==> config.mk <==
export PLATFORM = sky130hd
export DESIGN_NAME = csp_div_cell
export DESIGN_NICKNAME = d
export VERILOG_FILES = /design/src/design/csp_div_cell.sv
export SDC_FILE = /design/constraint.sdc
export NUM_CORES = 1
export LEC_CHECK = 0
export BUFFER_PORTS_ARGS = -buffer_cell sky130_fd_sc_hd__buf_2
export CORE_MARGIN = 10
export CORE_UTILIZATION = 25
export DETAILED_ROUTE_END_ITERATION = 10
export PLACE_DENSITY = 0.66
export SETUP_SLACK_MARGIN = 0.2
export SLEW_MARGIN = 20
export SYNTH_ARGS = -nofsm -noshare
export SYNTH_HDL_FRONTEND = slang
export SYNTH_SLANG_ARGS = --single-unit
==> constraint.sdc <==
create_clock -name clk -period 0.8 [get_ports clk]
set_clock_uncertainty 0.15 [all_clocks]
set_input_delay 0.04 -clock clk [delete_from_list [all_inputs] [get_ports clk]]
set_output_delay 0.04 -clock clk [all_outputs]
set_load 0.01 [all_outputs]
==> src/design/csp_div_cell.sv <==
`timescale 1ns / 1ps
`default_nettype none

module csp_div_cell #(
	parameter int CW   = 4,
	parameter int NUMW = 37,
	parameter int SW   = 1
) (
	input  logic            clk,
	input  logic            arst_n,
	input  logic            in_valid,
	input  logic [CW-1:0]   in_rem,
	input  logic [NUMW-1:0] in_num,
	input  logic [31:0]     in_quo,
	input  logic [CW-1:0]   in_div,
	input  logic [SW-1:0]   in_side,
	output logic            out_valid,
	output logic [CW-1:0]   out_rem,
	output logic [NUMW-1:0] out_num,
	output logic [31:0]     out_quo,
	output logic [CW-1:0]   out_div,
	output logic [SW-1:0]   out_side
);

	logic            valid_q;
	logic [CW-1:0]   rem_q, div_q;
	logic [NUMW-1:0] num_q;
	logic [31:0]     quo_q;
	logic [SW-1:0]   side_q;
	logic [CW:0]     trial, trial_sub;
	logic            fits;

	assign trial     = {in_rem, in_num[NUMW-1]};
	assign fits      = trial >= {1'b0, in_div};
	assign trial_sub = trial - {1'b0, in_div};

	always_ff @(posedge clk or negedge arst_n) begin
		if (!arst_n) begin
			valid_q <= 1'b0;
		end else begin
			valid_q <= in_valid;
		end
	end

	// one restoring quotient bit, quotient kept modulo 2^32
	always_ff @(posedge clk) begin
		rem_q  <= fits ? trial_sub[CW-1:0] : trial[CW-1:0];
		num_q  <= {in_num[NUMW-2:0], 1'b0};
		quo_q  <= {in_quo[30:0], fits};
		div_q  <= in_div;
		side_q <= in_side;
	end

	assign out_valid = valid_q;
	assign out_rem   = rem_q;
	assign out_num   = num_q;
	assign out_quo   = quo_q;
	assign out_div   = div_q;
	assign out_side  = side_q;

endmodule

`default_nettype wire

==> metrics.txt, run 1 <==
unrepaired setup endpoints after global routing=true; PD cells=2130 nW/µm²; drt first pass iters=4; type of origin of the critical path=flip-flop; top post-synthesis cells by area=dfxtp_1, ha_1, dfrtp_1, fa_1, mux2i_1; placement row count=30; Leakage=2.08 nW; first-iteration detailed-routing DRC count=13; final cycle utilization of the critical path=132%; area leader, netlist=dfxtp_1; Vias=1,730; die width=105 µm; first-pass GRT wire length=10,600 µm; Synth Instances=108; clock buffer count from CTS=9; Final WS setup=-0.255 ns; total track usage=12.5%; Initial Util=26.0%; Synth Cell Area=1790 µm²; worst-path cell chain=buf_6; final hold vios=17; total congestion overflow=0; Post-synth EDFFs=0; Inserted Diodes=0; count of cell types in the netlist=20; failing checks=hold timing, setup timing; CTS tree=done; # nets final=443; WP data required=0.61 ns; kind of critical path=flip-flop to primary output; hold buffer count at CTS=71; Slew Limit Fails=0; #FFs+latches synth=78; delay-heaviest family, CP=flip-flops; Worst-path clk slew=0.07 ns; clock tree buffer depth=2; CP endpoint=out_valid; syn_area_per_cell=16.5 µm²; TritonCTS Sinks=78; crit path max fanout=1; Top FF cell, synth=dfxtp_1; routability cong.=0.746; Avg Vias per Cell=3.78; Post-Syn Nets=194; CP arrival=0.87 ns; Critical path origin=out_valid; clk root buf=clkbuf_8; H-Tree Depth=3; PortBufs=157; core area=6870 µm²; fill cell instance count of the final layout=543; vias in the first global route=1,967; Fmax=948 MHz; setup violators final=82; most numerous cell in the Yosys netlist=dfxtp_1; Synth-to-Final Area Change=141%; Critical Path Sink Type=primary output; fin util=62.8%; worst hold path class=input port to flip-flop; async set or reset register ratio after synthesis=1.28%; slowest CP cell=dfrtp_1; share of cells above drive strength 1=69.6%; WL/cell=16.3 µm; remaining antenna violation count=0; Detailed Place HPWL=4840 µm; Vert. Die Dim=105 µm; initial antenna violation count=0; min Tclk post-route=1.06 ns; DR DRC count=0; Synth top area share=86.3%; Boundary Pins=160; sequential-to-total area share from yosys stat=87.7%; synth cell count leaders=dfxtp_1, inv_1, ha_1, nor2_1; Die ar.=10,900 µm²; Bufs and invs on worst path=1; Max stage delay on crit path=0.40 ns; Peak VDD IR=0.816 mV; Final TNS setup=-13.67 ns; status=finished with violations; WP depth=1; pin count of the biggest net entering global routing=15; YS warnings=0; Post-Route WL=7480 µm; maxcap violations=0; worst hold slack=-0.343 ns
[logic make-up (layout without fill, tap and decap cells)]
family                   after synthesis  count (layout)  share of synthesized area [%]
multiplexers                           3               3                           1.96
adder cells (fa/ha/maj)                5               5                           3.92
buffers and inverters                  7             261                           1.68
AND/OR/NAND/NOR                       10              10                           2.94
other                                  1               1                          0.210
XOR/XNOR                               1               1                          0.491
flip-flops                            78              78                           87.7
AO/OA/AOI/OAI                          3               3                           1.05
[flip-flops by register name, summed over array words and instances (netlist names)]
signal / count
out_valid: 1
out_side: 1
out_quo: 32
out_div: 4
out_num: 36
out_rem: 4
[how the worst min path moves through the flow]
stage | from | to | slack, ns | depth (start not counted)
floorplan | arst_n | out_valid | -0.41 | 0
global placement | arst_n | out_valid | -0.34 | 1
detailed placement | arst_n | out_valid | -0.33 | 1
CTS | in_div[0] | out_div[0] | -0.37 | 1
global route | in_div[0] | out_div[0] | -0.37 | 1
finish | in_div[0] | out_div[0] | -0.34 | 1
[where the power goes]
group | switching (mW) | internal [mW]
clock network | 1.44 | 2.08
logic | 0.515 | 0.923
registers | 0.0944 | 4.15
total | 2.05 | 7.15
[layout make-up]
| type | instances | area [µm²] | share of cell area [%] |
|---|---|---|---|
| clock inverters | 7 | 120 | 2.79 |
| repair buffers | 239 | 1970 | 45.8 |
| inverters | 6 | 42.5 | 0.987 |
| flip-flops and latches | 78 | 1620 | 37.7 |
| multi-input cells | 23 | 308 | 7.14 |
| well taps | 96 | 120 | 2.79 |
| clock buffers | 9 | 124 | 2.87 |
[placed cells by master (no fill, tap or decap), types with 2 or more instances in the layout]
cell            Yosys  routed
buf_2               0     102
buf_4               1       8
buf_6               0      55
buf_8               0       2
bufinv_16           0       3
clkbuf_8            0       9
dfxtp_1            77      31
dfxtp_2             0      46
dlygate4sd3_1       0      62
dlymetal6s4s_1      0       9
ha_4                0       4
inv_4               0       3
mux2i_1             2       2
nor2_4              1       3
[routing by layer]
| layer | share of wire (%) | global-route usage (%) |
|---|---|---|
| met3 | 6.4 | 5.27 |
| met1 | 37 | 11.9 |
| met4 | 1.1 | 5.07 |
| met5 | 0 | 0 |
| met2 | 55 | 23.1 |
[through the flow]
| stage | instance area, µm² | setup WS (ns) | hold slack (ns) | power (mW) | instances |
|---|---|---|---|---|---|
| 2_1_floorplan | 1870 | -0.427 | -0.406 | 4.57 | 108 |
| 3_3_place_gp | 2830 | -0.567 | -0.336 | 5.09 | 369 |
| 3_5_place_dp | 2830 | -0.624 | -0.330 | 5.11 | 369 |
| 4_1_cts | 3990 | -0.266 | -0.366 | 9.11 | 456 |
| 5_1_grt | 4310 | -0.291 | -0.366 | 9.58 | 458 |
| 6_report | 4310 | -0.255 | -0.343 | 9.20 | 458 |
[timing repair]
item	4_1_cts	5_1_grt
endpoints found under the hold margin	79	17
setup endpoints to repair	83	91
gates resized for setup	53	85
buffers inserted	0	2
pin swaps	12	3
No activity file was read; power rests on OpenSTA's default activity.
==> inputs of run 2 (changes only) <==
--- a/config.mk
+++ b/config.mk
@@ -6,6 +6,7 @@
 export NUM_CORES = 1
 export LEC_CHECK = 0
 export BUFFER_PORTS_ARGS = -buffer_cell sky130_fd_sc_hd__buf_2
+export CAP_MARGIN = 0
 export CORE_MARGIN = 10
 export CORE_UTILIZATION = 25
 export DETAILED_ROUTE_END_ITERATION = 10
==> constraint.sdc (replaced) <==
create_clock -name clk -period 1.2 [get_ports clk]
set_clock_uncertainty 0.15 [all_clocks]
set_input_delay 0.06 -clock clk [delete_from_list [all_inputs] [get_ports clk]]
set_output_delay 0.06 -clock clk [all_outputs]
set_load 0.01 [all_outputs]
==> run 2 against run 1 <==
  * Total power fell by 34%
  * The run ends with hold timing left
  * Clock power fell by 32%
  * Cell count rose by 0.87%
  * Die area did not move
  * Non-clock buffer count rose by 3
  * First-iteration DRC count rose by 92%
  * Largest power group unchanged
  * Sequential cell count did not move
  * Wire length fell by 0.57%
  * Critical endpoint unchanged
==> metrics.txt, run 2 (synthesized netlist as in run 1, its figures left out) <==
CP arrival=0.84 ns; type of origin of the critical path=flip-flop; vias in the first global route=2,009; DR DRC count=0; status=finished with violations; Bufs and invs on worst path=1; WP data required=0.99 ns; Vert. Die Dim=105 µm; pin count of the biggest net entering global routing=15; PD cells=1450 nW/µm²; die width=105 µm; min Tclk post-route=1.05 ns; total congestion overflow=0; Critical Path Sink Type=primary output; Vias=1,745; failing checks=hold timing; Peak VDD IR=0.631 mV; clk root buf=clkbuf_8; # nets final=446; Avg Vias per Cell=3.78; Fmax=949 MHz; maxcap violations=0; Max stage delay on crit path=0.37 ns; Worst-path clk slew=0.08 ns; placement row count=30; setup violators final=0; share of cells above drive strength 1=66.0%; H-Tree Depth=3; Slew Limit Fails=0; first-iteration detailed-routing DRC count=25; dpl ws=-0.214 ns; total track usage=12.9%; PortBufs=157; first-pass GRT wire length=10,900 µm; post-CTS setup buffer count=0; Boundary Pins=160; Leakage=1.98 nW; kind of critical path=flip-flop to primary output; most common cell after layout, fill and taps aside=buf_2; worst hold slack=-0.0706 ns; worst-path cell chain=buf_2; Detailed Place HPWL=4840 µm; crit path max fanout=1; final hold vios=2; initial antenna violation count=1; worst hold path class=input port to flip-flop; Initial Util=26.0%; WL/cell=16.1 µm; slowest CP cell=dfrtp_1; most frequent cells in the layout=buf_2, dlygate4sd3_1, buf_6; Final WS setup=0.147 ns; clock tree buffer depth=2; routability cong.=0.678; delay-heaviest family, CP=flip-flops; unrepaired setup endpoints after global routing=true; Synth-to-Final Area Change=136%; final cycle utilization of the critical path=87.8%; max reg flops=36; TritonCTS Sinks=78; core area=6870 µm²; drt first pass iters=4; hold buffer count at CTS=78; clock buffer count from CTS=9; remaining antenna violation count=0; CTS tree=done; Post-Route WL=7440 µm; Die ar.=10,900 µm²
## run 2: path summary, 6_finish.rpt
check | depth (start not counted) | end | start | slack (ns)
hold / removal | 3 | out_rem[2] | in_rem[1] | -0.07
min in group asynchronous | 3 | out_valid | arst_n | 0.41
setup / recovery | 1 | out_valid | out_valid | 0.15
max in group asynchronous | 3 | out_valid | arst_n | 0.39
## run 2: layout make-up
cell class              count  area, µm²
fillers                   544       2650
diodes                      1       2.50
clock buffers              10        138
clock inverters             6        115
multi-input cells          23        273
inverters                   6       37.5
flip-flops and latches     78       1620
well taps                  96        120
repair buffers            242       1910
## run 2: what timing repair did
action,CTS,global route
setup endpoints to repair,74,81
hold endpoints to repair,78,1
resized for setup,28,69
pin swaps,0,4
## run 2: report_power, final
part	internal, mW	switching (mW)
registers	2.76	0.0590
logic	0.564	0.322
clock network	1.45	0.949
## run 2: per-layer routing
metal | vias to the layer above | GRT usage, % | wire length [µm]
met1 | 804 | 12.2 | 2640
met3 | 11 | 5.95 | 594
li1 | 838 | - | -
met4 | 0 | 5.96 | 113
met5 | - | 0 | 0
met2 | 92 | 23.2 | 4090
## run 2: stage by stage
stage	utilization (%)	cell area (µm²)	total power [mW]	instances	TNS, ns
CTS	57.6	3960	6.07	461	0
finish	61.4	4220	6.11	462	0
detailed placement	41.0	2820	3.40	367	-0.658
global placement	41.0	2820	3.38	367	-0.536
floorplan	-	1870	3.05	108	-0.0466
global route	61.4	4220	6.37	462	0
